### config.mk
export PLATFORM = sky130hd
export DESIGN_NAME = pdb_error
export DESIGN_NICKNAME = d
export VERILOG_FILES = /design/src/rtl/core/pdb_pkg.sv /design/src/rtl/core/pdb_error.sv
export SDC_FILE = /design/constraint.sdc
export NUM_CORES = 1
export LEC_CHECK = 0
export ABC_AREA = 1
export BUFFER_PORTS_ARGS = -buffer_cell sky130_fd_sc_hd__buf_2
export CORE_AREA = 4 4 123 125
export DETAILED_ROUTE_END_ITERATION = 12
export DIE_AREA = 0 0 127 129
export PLACE_DENSITY = 0.75
export SLEW_MARGIN = 5
export SYNTH_ARGS = -nofsm -noshare
export SYNTH_HDL_FRONTEND = slang
export SYNTH_SLANG_ARGS = --single-unit
### constraint.sdc
create_clock -name clk -period 8 [get_ports clk]
set_input_delay 1.2 -clock clk [delete_from_list [all_inputs] [get_ports clk]]
set_output_delay 1.2 -clock clk [all_outputs]
set_load 0.02 [all_outputs]
### src/rtl/core/pdb_pkg.sv
// ----------------------------------------------------------------------------
// pdb_pkg
// Shared types and constants for the positional PID controller with deadband.
// ----------------------------------------------------------------------------
package pdb_pkg;

    typedef enum logic [2:0] {
        CFG_TARGET    = 3'd0,
        CFG_GAIN_P    = 3'd1,
        CFG_GAIN_I    = 3'd2,
        CFG_GAIN_D    = 3'd3,
        CFG_DEAD_BAND = 3'd4
    } cfg_index_t;

    localparam int SampleWidth = 32;
    localparam int GainWidth   = 16;
    localparam int BandWidth   = 24;
    localparam int SumWidth    = 48;
    localparam int CfgWidth    = 32;
    localparam int IndexWidth  = 3;

    localparam logic signed [SampleWidth-1:0] S32_MAX = 32'sh7FFF_FFFF;
    localparam logic signed [SampleWidth-1:0] S32_MIN = 32'sh8000_0000;
    localparam logic signed [SumWidth-1:0]    S48_MAX = 48'sh7FFF_FFFF_FFFF;
    localparam logic signed [SumWidth-1:0]    S48_MIN = 48'sh8000_0000_0000;

    typedef struct packed {
        logic signed [SampleWidth-1:0] target;
        logic signed [GainWidth-1:0]   gain_p;
        logic signed [GainWidth-1:0]   gain_i;
        logic signed [GainWidth-1:0]   gain_d;
        logic [BandWidth-1:0]          dead_band;
    } cfg_t;

    typedef struct packed {
        logic signed [SampleWidth-1:0] err;
        logic signed [SampleWidth:0]   diff;
        logic signed [SumWidth-1:0]    sum;
        logic                          clip;
    } integ_word_t;

    typedef struct packed {
        logic signed [47:0] prod_p;
        logic signed [63:0] prod_i;
        logic signed [48:0] prod_d;
        logic               clip;
    } prod_word_t;

endpackage

### src/rtl/core/pdb_error.sv
// ----------------------------------------------------------------------------
// pdb_error
// Input register, then the saturated error with the deadband applied.
// ----------------------------------------------------------------------------
module pdb_error (
    input  logic                  clk,
    input  logic                  rst_n,
    input  pdb_pkg::cfg_t         cfg,
    input  logic                  in_valid,
    output logic                  in_ready,
    input  logic signed [31:0]    measured,
    output logic                  out_valid,
    input  logic                  out_ready,
    output logic signed [31:0]    err
);

    logic                 meas_valid_reg;
    logic signed [31:0]   meas_reg;
    logic                 err_valid_reg;
    logic signed [31:0]   err_reg;
    logic                 err_ready;
    logic signed [32:0]   diff_wide;
    logic signed [31:0]   err_sat;
    logic signed [32:0]   err_ext;
    logic signed [32:0]   band_ext;
    logic signed [31:0]   err_next;

    assign err_ready = !err_valid_reg || out_ready;
    assign in_ready  = !meas_valid_reg || err_ready;

    always_comb
    begin
        diff_wide = {cfg.target[31], cfg.target} - {meas_reg[31], meas_reg};
        if (diff_wide[32] != diff_wide[31])
        begin
            err_sat = diff_wide[32] ? pdb_pkg::S32_MIN : pdb_pkg::S32_MAX;
        end
        else
        begin
            err_sat = diff_wide[31:0];
        end
        err_ext  = {err_sat[31], err_sat};
        band_ext = {9'd0, cfg.dead_band};
        if ((err_ext < band_ext) && (err_ext > -band_ext))
        begin
            err_next = '0;
        end
        else
        begin
            err_next = err_sat;
        end
    end

    always_ff @(posedge clk or negedge rst_n)
    begin
        if (!rst_n)
        begin
            meas_valid_reg <= 1'b0;
            err_valid_reg  <= 1'b0;
        end
        else
        begin
            if (in_ready)
            begin
                meas_valid_reg <= in_valid;
            end
            if (err_ready)
            begin
                err_valid_reg <= meas_valid_reg;
            end
        end
    end

    always_ff @(posedge clk)
    begin
        if (in_valid && in_ready)
        begin
            meas_reg <= measured;
        end
        if (meas_valid_reg && err_ready)
        begin
            err_reg <= err_next;
        end
    end

    assign out_valid = err_valid_reg;
    assign err       = err_reg;

endmodule

==> impl_metrics.toml <==
[global_route]
grt_max_degree = 33
antenna_found_initial = 0
grt-ovfl-total = 0
grt_pass1_vias = 5818
groute.usage.overall = 0.201
grt_first_pass_wirelength_mm = 26.7

[drt]
wl_per_cell_um = 12.8
drt-total-wl_mm = 16.0
wl_met3_um = 983
drt_first_iter_violations = 305
antenna_left = 0
num_vias = 6193
highest_layer = "met4"
viasPerCell = 4.96
route.detailed.drc = 0
m1WireLength_mm = 7.62
first_pass_iters = 5
met2WireLength_mm = 7.10

[setup_path]
worstSetupPathDepth = 27
crit_family = "simple AND/OR/NAND/NOR gates"
slowest_stage = "nor2_4"
crit_buf_inv = 6
required_ns = 8.06
critPathCaptureType = "register"
crit_type = "in -> reg"
critPathLaunchType = "input pin"
cpMostUsedCell = "nand2_1"
regToRegEndpoint = "err[0]"
critPathCapture = "err[0]"
r2r_slack_ns = 2.52
r2r-start = "meas_reg[6]"
cp_max_fo = 21
rr_worst_depth = 27
arrival_ns = 6.16
slowest_delay_ns = 0.39
startpoint = "cfg[78]"

[cts]
path_clk_slew_ns = 0.05
holdBufCountCts = 0
cts_sinks = 66
cts_setup_buffers = 0
root_buffer = "clkbuf_16"
cts_tree = "built"
clockBufferDepth = 2
htree_levels = 3
cts_made_buffers = 9
cts_resized = 0
insertion_delay_ns = 0.34

[die]
core_area_um2 = 13900
die_area_um2 = 16400
die_y_um = 129
fp-row-count = 43
die_x_um = 127
io_pins = 174
start_util = 0.498

[yosys]
ys.flop_type = "edfxtp_1"
synthArstFlopShare = 0.0303
yosysWarnings = 0
synth-edff-count = 64
yosysUniqueCellTypes = 38
syn_avg_cell_area_um2 = 7.40
syn_area_um2 = 6910
syn-instance-count = 934
synth-seq-cells = 66
syn-num-nets = 1166
yosysSeqAreaShare = 0.285

[finish]
n_antenna_cell = 0
layout-drive-gt1-share = 0.213
area_growth_pct = 16.1
fin_area_um2 = 8020
fin_nets = 1295
layout.cells.non_filler = 1248

[place]
dp_hpwl_mm = 13.6
placed_cells = 1232
port_buffers = 125
place_congestion = 0.876
placed_area_um2 = 7720

[timing]
finalSetupTns_ns = 0
finalCritPeriodShare = 0.762
min_period_ns = 6.09
slew_viol_final = 0
hold_viol = 0
clock_skew_ns = 0.00977
worst_pin_slew_ns = 1.12
rsz0062_at_grt = "false"
max_slew_margin = 0.256
fmax_ghz = 0.164
setup_viol = 0

[power]
max-vdd-ir-drop_uv = 137
power.density_nw_per_um2 = 237
finalPower_mw = 1.90
p_leak_nw = 4.19

[min_path]
worstHoldPathType = "reg -> reg"

[status]
status = "complete, no violations"

[run]
maxCapViolations = 0
==> routing by layer <==
| layer | up-vias | global-route usage |
|---|---|---|
| li1 | 3314 | - |
| met1 | 2688 | 0.274 |
| met2 | 167 | 0.326 |
| met3 | 24 | 0.0411 |
| met4 | 0 | 0.0593 |
| met5 | - | 0 |
==> cell type report <==
cell class,count,area [µm²]
repair buffers,128,661
clock buffers,14,264
clock inverters,2,35.0
multi-input cells,675,4180
fillers,1297,5860
well taps,180,225
inverters,183,687
flip-flops and latches,66,1970
==> per-stage QoR <==
step | setup WS [ns] | hold WS [ns] | util
after global placement | 1.64 | 0.492 | 0.557
final | 1.91 | 0.512 | 0.578
after floorplan | 2.30 | 0.447 | -
after global routing | 1.50 | 0.577 | 0.578
after detailed placement | 1.58 | 0.502 | 0.557
after CTS | 1.94 | 0.514 | 0.578
==> placed cells by master, fill, tap and decap left out, types with 3 or more instances in the layout <==
cell,n
nor4_1,4
edfxtp_1,64
buf_2,125
nand2_4,3
inv_2,10
nor3_2,4
o21bai_1,6
nor3_1,10
nand2_2,14
o21ai_0,31
nand3_2,6
xor2_1,24
nand2_1,228
nand3_1,49
clkbuf_1,3
clkbuf_16,9
nand4_1,20
a21oi_2,33
nor2_1,58
inv_1,171
ha_1,91
or2_2,5
xnor2_1,11
a21o_1,3
a31oi_1,4
nand3b_1,4
a21oi_1,49
nor2_2,8
==> worst reg2reg max path, delay by kind of cell, from the launching register on <==
kind,cells,cell delay (ns)
AO/OA/AOI/OAI,3,0.69
AND/OR/NAND/NOR,14,2.31
XOR/XNOR,1,0.19
flip-flops,1,0.35
adder cells (fa/ha/maj),3,0.92
buffers and inverters,6,0.76
==> synth_stat cells (all sizes together), types with 2 or more instances <==
cell | n | share of area
nand3b | 4 | 0.0043
o21ai | 32 | 0.023
clkinv | 2 | 0.0011
a21oi | 83 | 0.078
nor3 | 14 | 0.013
nor4 | 4 | 0.0036
nand3 | 55 | 0.044
edfxtp | 64 | 0.28
a21o | 3 | 0.0033
a31oi | 4 | 0.0036
ha | 91 | 0.16
nand2 | 245 | 0.14
dfrtp | 2 | 0.0072
or2 | 6 | 0.0058
xnor2 | 11 | 0.014
inv | 181 | 0.098
nor2 | 67 | 0.039
nand4 | 20 | 0.018
clkbuf | 2 | 0.0011
buf | 8 | 0.012
o21bai | 6 | 0.0065
xor2 | 24 | 0.030
==> cell families after synthesis <==
| family | Yosys count | share of synthesized area |
|---|---|---|
| DFF | 66 | 0.285 |
| and+or+nand+nor | 416 | 0.271 |
| AOI/OAI and AO/OA | 132 | 0.119 |
| buffers and inverters | 193 | 0.113 |
| xor gates and xnor gates | 35 | 0.0443 |
| adders and majority gates | 92 | 0.168 |
==> where the power goes <==
group / leakage, nW / internal, mW / switching (mW)
registers: 0.641 / 0.472 / 0.0138
clock network: 0.147 / 0.258 / 0.139
logic: 3.40 / 0.355 / 0.660
==> worst min path at each step <==
stage | startpoint | to | cells after the start
after detailed placement | meas_valid_reg | out_valid | 2
after CTS | meas_valid_reg | out_valid | 2
after global routing | meas_valid_reg | out_valid | 2
final | meas_valid_reg | out_valid | 2
after floorplan | meas_valid_reg | out_valid | 2
after global placement | meas_valid_reg | out_valid | 2
Power figures use the tool's default switching activity.
