File: src/rtl/core/pdb_pkg.sv
// ----------------------------------------------------------------------------
// pdb_pkg
// Shared types and constants for the positional PID controller with deadband.
// ----------------------------------------------------------------------------
package pdb_pkg;

    typedef enum logic [2:0] {
        CFG_TARGET    = 3'd0,
        CFG_GAIN_P    = 3'd1,
        CFG_GAIN_I    = 3'd2,
        CFG_GAIN_D    = 3'd3,
        CFG_DEAD_BAND = 3'd4
    } cfg_index_t;

    localparam int SampleWidth = 32;
    localparam int GainWidth   = 16;
    localparam int BandWidth   = 24;
    localparam int SumWidth    = 48;
    localparam int CfgWidth    = 32;
    localparam int IndexWidth  = 3;

    localparam logic signed [SampleWidth-1:0] S32_MAX = 32'sh7FFF_FFFF;
    localparam logic signed [SampleWidth-1:0] S32_MIN = 32'sh8000_0000;
    localparam logic signed [SumWidth-1:0]    S48_MAX = 48'sh7FFF_FFFF_FFFF;
    localparam logic signed [SumWidth-1:0]    S48_MIN = 48'sh8000_0000_0000;

    typedef struct packed {
        logic signed [SampleWidth-1:0] target;
        logic signed [GainWidth-1:0]   gain_p;
        logic signed [GainWidth-1:0]   gain_i;
        logic signed [GainWidth-1:0]   gain_d;
        logic [BandWidth-1:0]          dead_band;
    } cfg_t;

    typedef struct packed {
        logic signed [SampleWidth-1:0] err;
        logic signed [SampleWidth:0]   diff;
        logic signed [SumWidth-1:0]    sum;
        logic                          clip;
    } integ_word_t;

    typedef struct packed {
        logic signed [47:0] prod_p;
        logic signed [63:0] prod_i;
        logic signed [48:0] prod_d;
        logic               clip;
    } prod_word_t;

endpackage

File: src/rtl/core/pdb_integ.sv
// ----------------------------------------------------------------------------
// pdb_integ
// Saturating error integral and error difference; holds the controller state.
// ----------------------------------------------------------------------------
module pdb_integ (
    input  logic                  clk,
    input  logic                  rst_n,
    input  logic                  in_valid,
    output logic                  in_ready,
    input  logic signed [31:0]    err,
    output logic                  out_valid,
    input  logic                  out_ready,
    output pdb_pkg::integ_word_t  word
);

    logic                 valid_reg;
    logic signed [47:0]   sum_reg;
    logic signed [47:0]   sum_next;
    logic signed [31:0]   prev_reg;
    logic signed [32:0]   diff_reg;
    logic signed [32:0]   diff_next;
    logic                 clip_reg;
    logic                 clip_next;
    logic signed [48:0]   sum_wide;

    assign in_ready = !valid_reg || out_ready;

    always_comb
    begin
        sum_wide  = {sum_reg[47], sum_reg} + {{17{err[31]}}, err};
        clip_next = 1'b0;
        if (sum_wide[48] != sum_wide[47])
        begin
            sum_next  = sum_wide[48] ? pdb_pkg::S48_MIN : pdb_pkg::S48_MAX;
            clip_next = 1'b1;
        end
        else
        begin
            sum_next = sum_wide[47:0];
        end
        diff_next = {err[31], err} - {prev_reg[31], prev_reg};
    end

    always_ff @(posedge clk or negedge rst_n)
    begin
        if (!rst_n)
        begin
            valid_reg <= 1'b0;
            sum_reg   <= '0;
            prev_reg  <= '0;
        end
        else
        begin
            if (in_ready)
            begin
                valid_reg <= in_valid;
            end
            if (in_valid && in_ready)
            begin
                sum_reg  <= sum_next;
                prev_reg <= err;
            end
        end
    end

    always_ff @(posedge clk)
    begin
        if (in_valid && in_ready)
        begin
            diff_reg <= diff_next;
            clip_reg <= clip_next;
        end
    end

    assign out_valid = valid_reg;
    assign word.err  = prev_reg;
    assign word.diff = diff_reg;
    assign word.sum  = sum_reg;
    assign word.clip = clip_reg;

endmodule

File: config.mk
export PLATFORM = sky130hd
export DESIGN_NAME = pdb_integ
export DESIGN_NICKNAME = d
export VERILOG_FILES = /design/src/rtl/core/pdb_pkg.sv /design/src/rtl/core/pdb_integ.sv
export SDC_FILE = /design/constraint.sdc
export NUM_CORES = 1
export LEC_CHECK = 0
export ABC_AREA = 1
export BUFFER_PORTS_ARGS = -buffer_cell sky130_fd_sc_hd__buf_4
export CELL_PAD_IN_SITES_DETAIL_PLACEMENT = 2
export CELL_PAD_IN_SITES_GLOBAL_PLACEMENT = 2
export CORE_MARGIN = 5
export CORE_UTILIZATION = 29
export DETAILED_ROUTE_END_ITERATION = 8
export PLACE_DENSITY = 0.8
export SLEW_MARGIN = 5
export SYNTH_ARGS = -nofsm -noshare
export SYNTH_HDL_FRONTEND = slang
export SYNTH_SLANG_ARGS = --single-unit
File: constraint.sdc
create_clock -name clk -period 2.7 [get_ports clk]
set_clock_uncertainty 0.1 [all_clocks]
set_input_delay 0.27 -clock clk [delete_from_list [all_inputs] [get_ports clk]]
set_output_delay 0.27 -clock clk [all_outputs]
set_load 0.005 [all_outputs]
==> impl_metrics.tcl <==
set metrics [dict create \
    power.internal_uw 8400 \
    htree_levels 4 \
    place_congestion 0.899 \
    slew_violations 0 \
    seqPwrFrac_pct 18.0 \
    critPathLaunchType "register" \
    n_antenna_cell 0 \
    endpoint_kind "register" \
    num_vias 11300 \
    routed_via_density 5.18 \
    grt_pass1_vias 12300 \
    cts_buffers 17 \
    pwr-share-comb_pct 67.4 \
    synth_edf_count 34 \
    drt-initial-drc-count 549 \
    multiInputGateArea_mm2 0.00652 \
    nFillCells 3853 \
    antenna_left 0 \
    rows 67 \
    min_period_ns 2.72 \
    fin_crit_sh_pct 101 \
    grt_usage_pct 23.5 \
    syn_nets 1557 \
    synth_area_leaders "dfrtp_1, nand2_1, edfxtp_1" \
    setup_viol 7 \
    hp-start "err[22]" \
    synthCells 1439 \
    p_leak_uw 0.00680 \
    wire_per_inst_um 23.1 \
    grt_use_met1_pct 27.8 \
    synth_cell_types 38 \
    totalWireLength_mm 50.4 \
    dr.pass1.iters 5 \
    hpwl_mm 35.7 \
    core_area_mm2 0.0334 \
    die_h_um 194 \
    grt_use_met2_pct 43.4 \
    grt_pass1_wl_mm 70.2 \
    die_area_mm2 0.0376 \
    netSwitchingPower_uw 8050 \
    yosys_warnings 0 \
    p_clk_share_pct 14.6 \
    drv_cap 0 \
    crit_required_ns 2.94 \
    io_pins 152 \
    final_cells 2181 \
    r2r_start "sum_reg[37]" \
    place_worst_setup_slack_ns -0.155 \
    clk_pin_slew_ns 0.07 \
    violations "negative setup slack" \
    grt_max_degree 50 \
    met3_usage_pct 3.82 \
    layout.nets 1838 \
    area_growth_pct 41.7 \
    crit_path_start "sum_reg[37]" \
    crit_arrival_ns 2.96 \
    hp-class "in -> reg" \
    synth.ff_latch_count 115 \
    largest_register_ffs 48 \
    yosysTopAreaCellShare_pct 20.7 \
    cts_tree "yes" \
    grt-busiest-layer "met2" \
    dpl.cell_count 2110 \
    async_flop_share_pct 70.4 \
    sw_frac_of_total_pct 49.0 \
    synth_area_mm2 0.00980 \
    synth_largest_area_cell "dfrtp_1" \
    clk_path_buf_depth 2 \
    antenna_found_initial 0 \
    die_w_um 194 \
    timing.final.ws_setup_ns -0.0235 \
    critical_path_class "reg -> reg" \
    final.setup.tns_ns -0.0869 \
    ys.flop_type "dfrtp_1" \
    drive_gt1_share_pct 24.0 \
    power_density_mw_per_mm2 1180 \
    max-slew-margin-rel_pct 52.5 \
    seqCellArea_mm2 0.00305 \
    tightest_slew_ns 0.713 \
    total_power_uw 16500 \
    hold_viol_final 0 \
    port_buffers 151 \
    start_util_pct 29.3 \
    timing.fmax_mhz 367 \
    status "complete, but fails checks" \
    ir_drop_mv 0.540 \
    worstSkewPairLatency_ns 0.46 \
    avgSynthCellArea_um2 6.81 \
    post-route-drc-count 0 \
    grt_overflow 0 \
    cts.sinks 115 \
    worstPathMaxFanout 8 \
    root_buffer "clkbuf_16" \
    synth_sequential_area_ratio_pct 31.1 \
]
power by group through the flow:
stage | logic [uW] | registers, uW | clock network, uW
after floorplan | 5320 | 2810 | 0
after detailed placement | 9330 | 2860 | 0
after CTS | 9540 | 2830 | 2440
after global placement | 8930 | 2820 | 0
final | 11100 | 2960 | 2400
after global routing | 12000 | 3020 | 2520
layer usage:
metal  part of all wire (%)  vias to the layer above
met3                    3.3                      111
met4                    3.8                        0
li1                       -                     5199
met2                     51                      287
met1                     42                     5708
met5                      0                        -
cell families after synthesis:
| group | Yosys count | share of synthesized area [%] |
|---|---|---|
| and+or+nand+nor | 715 | 29.5 |
| adders and majority gates | 82 | 10.6 |
| DFF | 115 | 31.1 |
| buffers and inverters | 227 | 9.52 |
| AOI/OAI and AO/OA | 243 | 14.2 |
| xor gates and xnor gates | 57 | 5.09 |
stage by stage:
step	utilization [%]	hold WS (ns)	instance area, um^2
2_1_floorplan	-	-0.126	9800
3_3_place_gp	36.2	0.225	12100
3_5_place_dp	36.2	0.239	12100
4_1_cts	38.9	0.00286	13000
5_1_grt	41.5	0.0291	13900
6_report	41.5	0.0305	13900
placed cells by master (no fill, tap or decap), types with 26 or more instances in the layout:
master,n
a21oi_1,108
buf_4,244
dfrtp_1,79
edfxtp_1,34
ha_1,40
ha_4,36
inv_1,203
nand2_1,429
nand2_2,26
nand3_1,57
nor2_1,136
o21ai_0,56
xor2_1,41
cell type report:
type	instances	share of cell area, %
sequential	115	22.0
timing repair buffer	284	17.3
inverter	205	5.56
multi-input combinational	1097	46.9
tap	448	4.04
clock buffer	18	3.09
clock inverter	14	1.16
path summary, 6_finish.rpt:
check                                    end  slack (ns)  depth (start not counted)
min in group asynchronous        sum_reg[37]        0.29                          2
max in group asynchronous        prev_reg[9]        1.50                          3
worst min-delay path            prev_reg[22]        0.03                          3
worst max register to register   sum_reg[16]       -0.02                         14
worst min register to register   prev_reg[0]        0.44                          2
worst max-delay path             sum_reg[16]       -0.02                         14
synthesized netlist by cell type (2+ instances only):
cell,instances
a21boi_0,5
a21o_1,6
a21oi_1,121
a21oi_2,13
a31oi_1,4
buf_6,8
clkbuf_1,11
dfrtp_1,81
edfxtp_1,34
fa_1,2
ha_1,80
inv_1,204
nand2_1,448
nand2_2,11
nand3_1,60
nand3b_1,3
nand4_1,16
nor2_1,149
nor2_2,3
nor3_1,16
nor4_1,6
o211ai_1,2
o21ai_0,63
o21bai_1,24
xnor2_1,16
xor2_1,41
worst max-delay path, stage by stage (launching register included):
cell and delay, ns:
dfrtp_1 0.44, ha_4 0.32, nand2_1 0.08, nor2_1 0.17
inv_1 0.10, nor2_2 0.17, nand2_1 0.15, nor2_4 0.13
nand2_2 0.09, nand4_1 0.12, nand2_2 0.10, a21oi_4 0.18
buf_12 0.18, clkbuf_16 0.20, a21oi_1 0.08
repair_timing:
item | CTS | global route
pin swaps | 0 | 11
gates cloned | 0 | 6
gates resized for setup | 17 | 118
setup buffers | 0 | 8
hold buffers | 25 | 0
setup endpoints to repair | 52 | 59
endpoints found under the hold margin | 63 | 0
Power figures use the tool's default switching activity.
