===== src/rtl/core/pdb_pkg.sv =====
// ----------------------------------------------------------------------------
// pdb_pkg
// Shared types and constants for the positional PID controller with deadband.
// ----------------------------------------------------------------------------
package pdb_pkg;

    typedef enum logic [2:0] {
        CFG_TARGET    = 3'd0,
        CFG_GAIN_P    = 3'd1,
        CFG_GAIN_I    = 3'd2,
        CFG_GAIN_D    = 3'd3,
        CFG_DEAD_BAND = 3'd4
    } cfg_index_t;

    localparam int SampleWidth = 32;
    localparam int GainWidth   = 16;
    localparam int BandWidth   = 24;
    localparam int SumWidth    = 48;
    localparam int CfgWidth    = 32;
    localparam int IndexWidth  = 3;

    localparam logic signed [SampleWidth-1:0] S32_MAX = 32'sh7FFF_FFFF;
    localparam logic signed [SampleWidth-1:0] S32_MIN = 32'sh8000_0000;
    localparam logic signed [SumWidth-1:0]    S48_MAX = 48'sh7FFF_FFFF_FFFF;
    localparam logic signed [SumWidth-1:0]    S48_MIN = 48'sh8000_0000_0000;

    typedef struct packed {
        logic signed [SampleWidth-1:0] target;
        logic signed [GainWidth-1:0]   gain_p;
        logic signed [GainWidth-1:0]   gain_i;
        logic signed [GainWidth-1:0]   gain_d;
        logic [BandWidth-1:0]          dead_band;
    } cfg_t;

    typedef struct packed {
        logic signed [SampleWidth-1:0] err;
        logic signed [SampleWidth:0]   diff;
        logic signed [SumWidth-1:0]    sum;
        logic                          clip;
    } integ_word_t;

    typedef struct packed {
        logic signed [47:0] prod_p;
        logic signed [63:0] prod_i;
        logic signed [48:0] prod_d;
        logic               clip;
    } prod_word_t;

endpackage


===== src/rtl/core/pdb_mult.sv =====
// ----------------------------------------------------------------------------
// pdb_mult
// The three gain products, each registered.
// ----------------------------------------------------------------------------
module pdb_mult (
    input  logic                  clk,
    input  logic                  rst_n,
    input  pdb_pkg::cfg_t         cfg,
    input  logic                  in_valid,
    output logic                  in_ready,
    input  pdb_pkg::integ_word_t  in_word,
    output logic                  out_valid,
    input  logic                  out_ready,
    output pdb_pkg::prod_word_t   out_word
);

    logic                 valid_reg;
    pdb_pkg::prod_word_t  word_reg;
    pdb_pkg::prod_word_t  word_next;

    assign in_ready = !valid_reg || out_ready;

    always_comb
    begin
        word_next.prod_p = cfg.gain_p * in_word.err;
        word_next.prod_i = cfg.gain_i * in_word.sum;
        word_next.prod_d = cfg.gain_d * in_word.diff;
        word_next.clip   = in_word.clip;
    end

    always_ff @(posedge clk or negedge rst_n)
    begin
        if (!rst_n)
        begin
            valid_reg <= 1'b0;
        end
        else if (in_ready)
        begin
            valid_reg <= in_valid;
        end
    end

    always_ff @(posedge clk)
    begin
        if (in_valid && in_ready)
        begin
            word_reg <= word_next;
        end
    end

    assign out_valid = valid_reg;
    assign out_word  = word_reg;

endmodule


===== config.mk =====
export PLATFORM = sky130hd
export DESIGN_NAME = pdb_mult
export DESIGN_NICKNAME = d
export VERILOG_FILES = /design/src/rtl/core/pdb_pkg.sv /design/src/rtl/core/pdb_mult.sv
export SDC_FILE = /design/constraint.sdc
export NUM_CORES = 2
export LEC_CHECK = 0
export BUFFER_PORTS_ARGS = -buffer_cell sky130_fd_sc_hd__buf_2
export CAP_MARGIN = 0
export CORE_ASPECT_RATIO = 0.7
export CORE_UTILIZATION = 60
export CTS_BUF_LIST = sky130_fd_sc_hd__clkbuf_8
export DETAILED_ROUTE_END_ITERATION = 8
export PLACE_DENSITY_LB_ADDON = 0.12
export SKIP_LAST_GASP = 1
export SYNTH_ARGS = -nofsm -noshare
export SYNTH_HDL_FRONTEND = slang
export SYNTH_SLANG_ARGS = --single-unit

===== constraint.sdc =====
create_clock -name clk -period 6.1 [get_ports clk]
set_clock_uncertainty 0.05 [all_clocks]
set_input_delay 0.305 -clock clk [delete_from_list [all_inputs] [get_ports clk]]
set_output_delay 0.305 -clock clk [all_outputs]
set_load 0.05 [all_outputs]

==> results.py <==
metrics = {
    "status": {
        "status": "finished with violations",
        "failed_checks": "setup timing",
    },
    "worst_setup_path": {
        "r2r_setup_slack_ns": 3.61,
        "cp-endpoint": "out_word[108]",
        "cp-start-kind": "input port",
        "crit_buf_inv": 5,
        "critPathMaxStageDelay_ns": 0.58,
        "worstPathArrival_ns": 6.60,
        "critPathKind": "input port to flip-flop",
        "cp.depth": 23,
        "path_cells": "buf_16, buf_12, buf_6, and2_4, fa_1, inv_1, fa_2, fa_1, fa_1, inv_2, fa_1, fa_1, ha_4, nand4_1, o221ai_2, a31oi_4, o22ai_4, o21ai_4, o221ai_4, a31oi_4, o41ai_4, o21ai_1, xnor2_1",
        "startpoint": "cfg[44]",
        "worst_setup_path_end_kind": "flip-flop",
        "crit_top_cell": "fa_1",
        "crit_fanout": 11,
        "critical_path_required_ns": 6.53,
        "reg2regPathDepth": 3,
        "crit_family": "adder cells",
        "crit_path_top_delay_cell": "fa_1",
        "r2r-start": "out_valid",
        "timing.rr.end": "out_word[46]",
    },
    "routing": {
        "avgRoutedWirePerCell_um": 18.8,
        "routed_wl_mm": 185,
        "ant_nets": 0,
        "dr.pass1.iters": 8,
        "drt_iter0_drc": 4037,
        "drc": 0,
        "via_per_inst": 5.29,
        "num_vias": 52000,
    },
    "cts": {
        "cts_buffers": 17,
        "clk_latency_ns": 0.70,
        "clkSinkCount": 163,
        "cts-root-buf": "clkbuf_8",
        "clk_pin_slew_ns": 0.12,
        "tritoncts": "built",
        "cts_htree_levels": 4,
        "cts_max_path_buffers": 2,
    },
    "yosys": {
        "yosys.cell_types.count": 97,
        "synth-main-ff-cell": "edfxtp_1",
        "async_flop_share_pct": 0.613,
        "ys_seq_elements": 163,
        "syn_inst": 7388,
        "ys_seq_area_share_pct": 7.29,
        "syn_nets": 9682,
        "synth_edf_count": 162,
        "syn_area_um2": 67100,
        "syn-mean-instance-area_um2": 9.08,
        "synth_warnings": 0,
    },
    "die": {
        "die_w_um": 402,
        "dieArea_um2": 113000,
        "die_h_um": 282,
        "pin_count": 386,
        "coreArea_um2": 111000,
        "start_util_pct": 60.6,
        "fp-row-count": 102,
    },
    "final_layout": {
        "nNetsFinal": 10600,
        "fillCellCount": 8638,
        "drive_above_1_share_pct": 17.7,
        "syn2layout_area_growth_pct": 17.9,
    },
    "global_route": {
        "grt_max_degree": 112,
        "grt_pass1_wl_mm": 297,
        "grt_usage_pct": 33.9,
        "antenna_found_initial": 21,
        "overflow": 0,
        "grt_pass1_vias": 55600,
    },
    "placement": {
        "portBuffers": 329,
        "hpwl_mm": 154,
        "place.gp.congestion": 0.954,
    },
    "sta": {
        "setup_ws_ns": -0.0732,
        "timing_worst_slew_pin_value_ns": 0.925,
        "relSlewSlack_pct": 38.4,
        "drv_slew": 0,
        "hold_viol": 0,
        "rsz0062_at_grt": "true",
        "period_share_pct": 101,
        "clock.fmax_ghz": 0.162,
        "period_needed_ns": 6.17,
        "whs_ns": 0.142,
        "setup_viol": 4,
    },
    "run": {
        "drv_cap": 0,
    },
    "hold_path": {
        "hold_path.class": "input port to flip-flop",
    },
}
==> layer usage <==
metal  share of wire (%)  GRT usage (%)  up-vias
met1                  44           50.1    26300
met5                0.10          0.418        -
met4                 2.6           9.44       18
met3                 9.9           7.43      297
met2                  44           50.7     2273
li1                    -              -    23100
==> Yosys cell counts (6+ instances only) <==
cell | instances | area, µm²
a21o_1 | 87 | 653
o22ai_1 | 6 | 37.5
a211oi_1 | 12 | 90.1
a31oi_1 | 19 | 119
nor2b_1 | 18 | 113
buf_1 | 10 | 37.5
edfxtp_1 | 162 | 4860
fa_1 | 1696 | 34000
o21bai_1 | 23 | 173
nand4_1 | 27 | 169
ha_1 | 376 | 4700
and2_1 | 597 | 3730
clkbuf_1 | 302 | 1130
nor2_1 | 145 | 544
o21ai_0 | 79 | 395
and3_1 | 8 | 50.1
a21oi_1 | 156 | 781
o21a_1 | 17 | 128
nand2_1 | 1184 | 4440
nor3_1 | 13 | 65.1
o211ai_1 | 10 | 75.1
inv_1 | 2088 | 7840
xor2_1 | 50 | 438
a41oi_1 | 6 | 52.6
nand2b_1 | 32 | 200
xnor2_1 | 123 | 1080
nand3_1 | 29 | 145
==> placed cells by master, fill, tap and decap left out, drive strengths merged, types with 4 or more instances in the layout <==
| cell type | n |
|---|---|
| and2 | 599 |
| o21ba | 4 |
| a41oi | 7 |
| or2 | 4 |
| o21ai | 86 |
| xor2 | 50 |
| o21a | 17 |
| a211o | 6 |
| dlygate4sd3 | 5 |
| nand2 | 1184 |
| a21o | 89 |
| buf | 1210 |
| xnor2 | 123 |
| or3 | 4 |
| o211ai | 11 |
| a21oi | 159 |
| inv | 2096 |
| a31oi | 22 |
| nor3 | 13 |
| a21boi | 5 |
| o22ai | 6 |
| o21bai | 24 |
| nand3 | 30 |
| nor2b | 18 |
| nand4 | 28 |
| o31ai | 6 |
| nand2b | 32 |
| clkinv | 6 |
| nor4 | 5 |
| fa | 1696 |
| nor2 | 146 |
| edfxtp | 162 |
| a221oi | 6 |
| a211oi | 14 |
| ha | 376 |
| diode | 14 |
| and3 | 9 |
| clkbuf | 50 |
==> worst min path at each step <==
| stage | start | end | slack, ns | depth (start not counted) |
|---|---|---|---|---|
| global placement | rst_n | out_valid | 0.03 | 1 |
| detailed placement | rst_n | out_valid | 0.03 | 1 |
| global route | in_word[82] | out_word[114] | 0.12 | 3 |
| CTS | in_word[82] | out_word[114] | 0.06 | 3 |
| floorplan | rst_n | out_valid | -0.04 | 0 |
| finish | in_word[82] | out_word[114] | 0.14 | 3 |
==> tightest hold or removal path: cells and delay by family <==
kind	cells	cell delay (ns)
AND/OR/NAND/NOR	1	0.15
buffers and inverters	2	0.33
==> stage by stage <==
stage               worst slack [ns]  setup TNS (ns)  area (µm²)  std cells  utilization (%)
floorplan                    -0.0160         -0.0272       67300       7388                -
global placement               -1.21          -55.77       76400       9726             69.0
detailed placement             -1.42          -65.23       76400       9726             69.0
CTS                          0.00419               0       77100       9765             69.6
global route                  -0.220           -1.47       79100       9817             71.4
finish                       -0.0732          -0.192       79100       9819             71.4
==> cell type report <==
type	count	area, µm²	share of cell area (%)
well taps	1456	1820	2.30
clock buffers	17	234	0.296
multi-input cells	4816	54200	68.5
flip-flops and latches	163	4890	6.18
clock inverters	14	149	0.188
inverters	2091	7850	9.92
repair buffers	1248	9940	12.6
diodes	14	35.0	0.0443
==> state kept, by name, summed over array words and instances, names as in the netlist <==
register / cells
out_valid: 1
out_word: 162
==> cells by family (layout without fill, tap and decap cells) <==
| logic type | after synthesis | after routing | synth area share (%) |
|---|---|---|---|
| buf+inv | 2409 | 3370 | 13.5 |
| simple gates | 2086 | 2086 | 14.5 |
| mux | 1 | 1 | 0.0149 |
| fa+ha+maj | 2072 | 2072 | 57.6 |
| compound gates | 484 | 484 | 4.79 |
| xor+xnor | 173 | 173 | 2.26 |
| flops | 163 | 163 | 7.29 |
| other cells | 0 | 14 | 0 |
==> what timing repair did <==
action	CTS	global route
hold endpoints to repair	3	0
setup endpoints to repair	45	54
resized for setup	50	399
hold buffers	5	0
gates cloned	0	11
buffers inserted	3	31
pin swaps	7	138
Power is left out: the tool's default activity adds up to more than one toggle a clock period on the data nets, which glitch-free logic cannot reach.
