[src/rtl/core/pdb_pkg.sv]
// ----------------------------------------------------------------------------
// pdb_pkg
// Shared types and constants for the positional PID controller with deadband.
// ----------------------------------------------------------------------------
package pdb_pkg;

    typedef enum logic [2:0] {
        CFG_TARGET    = 3'd0,
        CFG_GAIN_P    = 3'd1,
        CFG_GAIN_I    = 3'd2,
        CFG_GAIN_D    = 3'd3,
        CFG_DEAD_BAND = 3'd4
    } cfg_index_t;

    localparam int SampleWidth = 32;
    localparam int GainWidth   = 16;
    localparam int BandWidth   = 24;
    localparam int SumWidth    = 48;
    localparam int CfgWidth    = 32;
    localparam int IndexWidth  = 3;

    localparam logic signed [SampleWidth-1:0] S32_MAX = 32'sh7FFF_FFFF;
    localparam logic signed [SampleWidth-1:0] S32_MIN = 32'sh8000_0000;
    localparam logic signed [SumWidth-1:0]    S48_MAX = 48'sh7FFF_FFFF_FFFF;
    localparam logic signed [SumWidth-1:0]    S48_MIN = 48'sh8000_0000_0000;

    typedef struct packed {
        logic signed [SampleWidth-1:0] target;
        logic signed [GainWidth-1:0]   gain_p;
        logic signed [GainWidth-1:0]   gain_i;
        logic signed [GainWidth-1:0]   gain_d;
        logic [BandWidth-1:0]          dead_band;
    } cfg_t;

    typedef struct packed {
        logic signed [SampleWidth-1:0] err;
        logic signed [SampleWidth:0]   diff;
        logic signed [SumWidth-1:0]    sum;
        logic                          clip;
    } integ_word_t;

    typedef struct packed {
        logic signed [47:0] prod_p;
        logic signed [63:0] prod_i;
        logic signed [48:0] prod_d;
        logic               clip;
    } prod_word_t;

endpackage

[src/rtl/core/pdb_drive.sv]
// ----------------------------------------------------------------------------
// pdb_drive
// Sum of products, scaling to Q16.16, saturation and the result register.
// ----------------------------------------------------------------------------
module pdb_drive (
    input  logic                  clk,
    input  logic                  rst_n,
    input  logic                  in_valid,
    output logic                  in_ready,
    input  pdb_pkg::prod_word_t   in_word,
    output logic                  out_valid,
    input  logic                  out_ready,
    output logic signed [31:0]    drive,
    output logic                  clipped
);

    logic                 valid_reg;
    logic signed [31:0]   drive_reg;
    logic signed [31:0]   drive_next;
    logic                 clip_reg;
    logic                 clip_next;
    logic signed [63:0]   acc;
    logic                 fits;

    assign in_ready = !valid_reg || out_ready;

    always_comb
    begin
        acc = {{16{in_word.prod_p[47]}}, in_word.prod_p} + in_word.prod_i
              + {{15{in_word.prod_d[48]}}, in_word.prod_d};
        fits = (acc[63:39] == {25{acc[63]}});
        if (fits)
        begin
            drive_next = acc[39:8];
        end
        else
        begin
            drive_next = acc[63] ? pdb_pkg::S32_MIN : pdb_pkg::S32_MAX;
        end
        clip_next = in_word.clip || !fits;
    end

    always_ff @(posedge clk or negedge rst_n)
    begin
        if (!rst_n)
        begin
            valid_reg <= 1'b0;
        end
        else if (in_ready)
        begin
            valid_reg <= in_valid;
        end
    end

    always_ff @(posedge clk)
    begin
        if (in_valid && in_ready)
        begin
            drive_reg <= drive_next;
            clip_reg  <= clip_next;
        end
    end

    assign out_valid = valid_reg;
    assign drive     = drive_reg;
    assign clipped   = clip_reg;

endmodule

[config.mk]
export PLATFORM = sky130hd
export DESIGN_NAME = pdb_drive
export DESIGN_NICKNAME = d
export VERILOG_FILES = /design/src/rtl/core/pdb_pkg.sv /design/src/rtl/core/pdb_drive.sv
export SDC_FILE = /design/constraint.sdc
export NUM_CORES = 1
export LEC_CHECK = 0
export ABC_CLOCK_PERIOD_IN_PS = 2400
export BUFFER_PORTS_ARGS = -buffer_cell sky130_fd_sc_hd__clkbuf_2
export CORE_MARGIN = 3
export CORE_UTILIZATION = 56
export CTS_BUF_LIST = sky130_fd_sc_hd__clkbuf_8
export DETAILED_ROUTE_END_ITERATION = 6
export PLACE_DENSITY_LB_ADDON = 0.1
export SYNTH_ARGS = -nofsm -noshare
export SYNTH_HDL_FRONTEND = slang
export SYNTH_SLANG_ARGS = --single-unit
[constraint.sdc]
create_clock -name clk -period 2.4 [get_ports clk]
set_clock_uncertainty 0.15 [all_clocks]
set_input_delay 0.48 -clock clk [delete_from_list [all_inputs] [get_ports clk]]
set_output_delay 0.48 -clock clk [all_outputs]
set_load 0.05 [all_outputs]
==> Implementation_results.wiki, run 1 <==
{| class="wikitable"
! Metric !! Value
|-
| Outcome || did not finish
|-
| Failing step || global routing (5_1_grt)
|-
| First error message || [ERROR GRT-0116] Global routing finished with congestion. Check the congestion regions in the DRC Viewer.
|-
| Syn Std Cell Area || 0.00715 mm²
|-
| Share of synthesized area spent on multiplexers || 4.36%
|-
| Share of async-settable or async-resettable flops after synthesis || 2.94%
|-
| Average instance area after synthesis || 8.37 µm²
|-
| Synth unique cells || 80
|-
| Total number of placement rows || 40
|-
| Register area share after synthesis || 14.2%
|-
| Share of the synthesized area in compound gates (AO/OA/AOI/OAI) || 22.9%
|-
| Buffer type at the clock tree root || sky130_fd_sc_hd__clkbuf_8
|-
| Most common cell in the netlist || sky130_fd_sc_hd__a21oi_1
|-
| Synthesized netlist net count || 1144
|-
| Pin count of the biggest net entering global routing || 34
|-
| Estimated wirelength of the detail-placed design || 24400 µm
|-
| Adder-cell share of the synthesized area || 28.2%
|-
| Total CTS buffers || 5
|-
| Top-Level Pins || 201
|-
| Simple-gate portion of the synthesized area || 19.3%
|-
| Dominant cell type by area after synthesis || sky130_fd_sc_hd__fa_1
|-
| Max Root-Sink Buffers || 2
|-
| GRT overflow || 106
|-
| Die Ht || 119 µm
|-
| Dominant combinational cell family by area after synthesis || adder cells
|-
| Primary flip-flop cell chosen by synthesis mapping || sky130_fd_sc_hd__edfxtp_1
|-
| Most frequent cells after synthesis || 99 x sky130_fd_sc_hd__a21oi_1, 87 x sky130_fd_sc_hd__nand2_1, 62 x sky130_fd_sc_hd__fa_1, 62 x sky130_fd_sc_hd__ha_1, 62 x sky130_fd_sc_hd__nor2_1
|-
| Overall Global Routing Usage || 75.8%
|-
| Clock Sink Count || 34
|-
| Clock H-tree levels || 2
|-
| Synthesized flop and latch total || 34
|-
| Number of enable flip-flop cells after synthesis || 33
|-
| Cells after synthesis || 854
|-
| Placer Congestion || 0.980
|-
| Via count of the first global-routing pass || 13400
|-
| Cell types occupying the most area after synthesis || sky130_fd_sc_hd__fa_1 17%, sky130_fd_sc_hd__edfxtp_1 14%, sky130_fd_sc_hd__ha_1 11%
|-
| Starting density of the core || 58.3%
|-
| Share of the synthesized area in the top cell type || 17.4%
|-
| Global-route wire length before repair || 83200 µm
|-
| Xor/xnor share of the synthesized area || 6.60%
|-
| Port buffer count || 200
|-
| Number of warnings issued by yosys || 0
|-
| Die Span X || 119 µm
|}
==> timing repair <==
| action | CTS |
|---|---|
| pin swaps | 53 |
| gates cloned | 2 |
| hold buffers | 1 |
| hold endpoints to repair | 1 |
| endpoints found under the setup margin | 33 |
| buffers inserted | 25 |
| gates resized for setup | 147 |
==> per-layer routing <==
layer | global-route usage (%) | overflow
met1 | 72.2 | 0
met2 | 95.3 | 68
met3 | 58.9 | 2
met4 | 81.9 | 36
met5 | 17.6 | 0
==> stage by stage <==
| step | TNS (ns) | std cells | hold slack (ns) | area [µm²] | setup slack [ns] |
|---|---|---|---|---|---|
| 2_1_floorplan | -54.95 | 854 | 0.0344 | 7400 | -1.71 |
| 3_3_place_gp | -74.79 | 1470 | 0.105 | 10600 | -2.34 |
| 3_5_place_dp | -77.60 | 1470 | 0.106 | 10600 | -2.44 |
| 4_1_cts | -60.60 | 1506 | 0.221 | 11700 | -1.92 |
==> cells by family after synthesis <==
logic type / Yosys count
compound gates: 267
xor+xnor: 53
mux: 31
fa+ha+maj: 124
flops: 34
buf+inv: 75
simple gates: 270
==> inputs of run 2 (changes only) <==
--- a/config.mk
+++ b/config.mk
@@ -8,10 +8,9 @@
 export ABC_CLOCK_PERIOD_IN_PS = 2400
 export BUFFER_PORTS_ARGS = -buffer_cell sky130_fd_sc_hd__clkbuf_2
 export CORE_MARGIN = 3
-export CORE_UTILIZATION = 56
-export CTS_BUF_LIST = sky130_fd_sc_hd__clkbuf_8
+export CORE_UTILIZATION = 40
 export DETAILED_ROUTE_END_ITERATION = 6
-export PLACE_DENSITY_LB_ADDON = 0.1
+export PLACE_DENSITY_LB_ADDON = 0.15
 export SYNTH_ARGS = -nofsm -noshare
 export SYNTH_HDL_FRONTEND = slang
 export SYNTH_SLANG_ARGS = --single-unit
==> run 2 against run 1 <==
The flow now finishes, with violations (negative setup slack). Area after synthesis did not move. Synthesized cell count unchanged.
==> Implementation_results.wiki, run 2 <==
{| class="wikitable"
! Metric !! Value
|-
| Cells after synthesis || 854
|-
| Via count of the first global-routing pass || 8494
|-
| Share of cells above drive strength 1 || 50.8%
|-
| Clock period minus final worst setup slack || 4.54 ns
|-
| Max reg flops || 32
|-
| Flop2flop setup slack || 0.88 ns
|-
| Worst setup EP type || flip-flop
|-
| Estimated wirelength of the detail-placed design || 22300 µm
|-
| Die Ht || 140 µm
|-
| First DRT Iteration DRCs || 458
|-
| Total placed instance area || 0.0109 mm²
|-
| Layout area overhead || 68.2%
|-
| Clock tree from TritonCTS || done
|-
| Detailed-routing iteration count for the pre-antenna-repair pass || 5
|-
| Leading cell type in the layout, fill and taps excluded || sky130_fd_sc_hd__buf_4
|-
| Clock H-tree levels || 2
|-
| Path category of the worst min-delay check || in2reg
|-
| Number of enable flip-flop cells after synthesis || 33
|-
| Nets@finish || 1656
|-
| Required @ worst endpoint || 2.28 ns
|-
| Overall Global Routing Usage || 26.0%
|-
| Max Root-Sink Buffers || 2
|-
| Least setup slack across all paths after layout || -2.14 ns
|-
| Post-route fraction of the period consumed by the critical path || 189%
|-
| Max-slew headroom || 61.9%
|-
| Most frequent cells after synthesis || 99 x sky130_fd_sc_hd__a21oi_1, 87 x sky130_fd_sc_hd__nand2_1, 62 x sky130_fd_sc_hd__fa_1, 62 x sky130_fd_sc_hd__ha_1, 62 x sky130_fd_sc_hd__nor2_1
|-
| Number of warnings issued by yosys || 0
|-
| Total number of placement rows || 48
|-
| Setup Viol. Count Final || 33
|-
| Routed wire length || 26500 µm
|-
| Starting density of the core || 41.1%
|-
| Die outline area || 0.0195 mm²
|-
| Average vias per placed instance || 5.27
|-
| Share of async-settable or async-resettable flops after synthesis || 2.94%
|-
| Synth unique cells || 80
|-
| Clock Sink Count || 34
|-
| Pin count of the biggest net entering global routing || 34
|-
| Worst-margin pin slew || 0.565 ns
|-
| WP data arrival || 4.43 ns
|-
| IR Drop Worst-Case VDD || 0.550 mV
|-
| Synthesized netlist net count || 1144
|-
| Core footprint || 0.0174 mm²
|-
| Average instance area after synthesis || 8.37 µm²
|-
| Die Span X || 140 µm
|-
| Placer Congestion || 0.925
|-
| Kind of start point of the critical path || primary input
|-
| Pleak || 5.63 nW
|-
| Final antenna diode count || 0
|-
| Most common cell in the netlist || sky130_fd_sc_hd__a21oi_1
|-
| Violations in the final reports || negative setup slack
|-
| Post-layout util || 69.1%
|-
| Port buffer count || 200
|-
| Cell types occupying the most area after synthesis || sky130_fd_sc_hd__fa_1 17%, sky130_fd_sc_hd__edfxtp_1 14%, sky130_fd_sc_hd__ha_1 11%
|-
| Final Hold Violating Endpoints || 0
|-
| Share of the synthesized area in the top cell type || 17.4%
|-
| Syn Std Cell Area || 0.00715 mm²
|-
| Slew Limit Fails || 0
|-
| Count of fill cells added during filler insertion || 1429
|-
| Clock network latency to the later pin of the worst-skew pair || 0.28 ns
|-
| Type of the setup path with the least slack || in2reg
|-
| Global-route wire length before repair || 42000 µm
|-
| Register area share after synthesis || 14.2%
|-
| Max-Cap Viols || 0
|-
| GRT overflow || 0
|-
| Unrepaired setup endpoints after global routing || yes
|-
| Post-route cell area || 0.0120 mm²
|-
| Most frequent cells in the layout || 321 x sky130_fd_sc_hd__buf_4, 196 x sky130_fd_sc_hd__clkbuf_2, 82 x sky130_fd_sc_hd__nand2_1, 66 x sky130_fd_sc_hd__a21oi_1, 61 x sky130_fd_sc_hd__fa_1
|-
| Average routed wire per standard cell || 16.6 µm
|-
| Antenna violations before repair || 0
|-
| Power Total || 0.00824 W
|-
| Clock transition at the register clock pins on the worst setup and hold paths after CTS || 0.06 ns
|-
| Residual DRC || 0
|-
| Via count || 8396
|-
| Synthesized flop and latch total || 34
|-
| Total power density per cell area || 685 mW/mm²
|-
| Outcome || finished with violations
|-
| Post-route ant nets || 0
|-
| Achievable clock frequency || 0.220 GHz
|-
| Dominant cell type by area after synthesis || sky130_fd_sc_hd__fa_1
|-
| Primary flip-flop cell chosen by synthesis mapping || sky130_fd_sc_hd__edfxtp_1
|-
| Total CTS buffers || 5
|-
| Max FO, Critical Path || 5
|-
| Top-Level Pins || 201
|-
| Buffer type at the clock tree root || sky130_fd_sc_hd__clkbuf_16
|}
-- run 2: cell counts after synthesis --
No cell type changed its count.
-- run 2: layer usage --
layer | vias up | global-route usage (%) | share of wire (%)
li1 | 4188 | - | -
met1 | 3947 | 34.1 | 43
met2 | 222 | 46.3 | 50
met3 | 39 | 1.48 | 4.0
met4 | 0 | 8.06 | 3.1
met5 | - | 0 | 0
-- run 2: cell type report --
class	count	area [µm²]	share of cell area [%]
inverters	44	168	1.39
multi-input cells	745	6690	55.6
well taps	225	282	2.34
clock buffers	5	125	1.04
repair buffers	536	3700	30.8
flip-flops and latches	34	1020	8.45
clock inverters	3	45.0	0.375
-- run 2: cells by family after synthesis --
group,share of synthesized area (%)
adder cells (fa/ha/maj),28.2
AO/OA/AOI/OAI,22.9
multiplexers,4.36
flip-flops,14.2
AND/OR/NAND/NOR,19.3
buffers and inverters,4.44
XOR/XNOR,6.60
-- run 2: what timing repair did --
action	CTS	global route
setup endpoints to repair	33	33
setup buffers	10	15
pin swaps	35	65
endpoints found under the hold margin	1	0
hold buffers	1	0
gates cloned	2	1
gates resized for setup	54	101
-- run 2: path summary, 6_finish.rpt --
| check | start | end | depth (start not counted) |
|---|---|---|---|
| worst max-delay path | in_word[20] | drive[30] | 17 |
| worst min-delay path | in_valid | out_valid | 2 |
| worst max register to register | out_valid | drive[25] | 3 |
| worst min register to register | out_valid | out_valid | 2 |
| max in group asynchronous | rst_n | out_valid | 2 |
| min in group asynchronous | rst_n | out_valid | 2 |
-- run 2: power breakdown --
part           internal (W)  switching, W  total, W
logic               0.00308       0.00353   0.00661
registers          0.000859     0.0000306  0.000889
clock network      0.000489      0.000252  0.000741
total               0.00443       0.00381   0.00824
-- run 2: critical path: stages --
cell and delay (ns):
sky130_fd_sc_hd__clkbuf_2 0.09, sky130_fd_sc_hd__fa_1 0.47, sky130_fd_sc_hd__ha_1 0.38, sky130_fd_sc_hd__a21oi_1 0.24
sky130_fd_sc_hd__o21ai_1 0.18, sky130_fd_sc_hd__a211oi_1 0.28, sky130_fd_sc_hd__o21bai_1 0.12, sky130_fd_sc_hd__a41oi_2 0.29
sky130_fd_sc_hd__o21ai_4 0.14, sky130_fd_sc_hd__o21ai_2 0.18, sky130_fd_sc_hd__xor2_2 0.24, sky130_fd_sc_hd__nand3_2 0.13
sky130_fd_sc_hd__o41ai_2 0.38, sky130_fd_sc_hd__buf_4 0.18, sky130_fd_sc_hd__nand4_4 0.17, sky130_fd_sc_hd__buf_4 0.19
sky130_fd_sc_hd__mux2_4 0.28
-- run 2: stage by stage --
stage               std cells  worst slack [ns]  hold WS, ns  setup TNS [ns]
global placement         1556             -2.59        0.105          -84.13
finish                   1592             -2.14        0.253          -68.75
floorplan                 854             -1.71       0.0344          -54.95
CTS                      1577             -2.10        0.254          -66.87
global route             1592             -2.32        0.266          -74.74
detailed placement       1556             -2.61        0.108          -84.20
No activity file was read; power rests on OpenSTA's default activity.
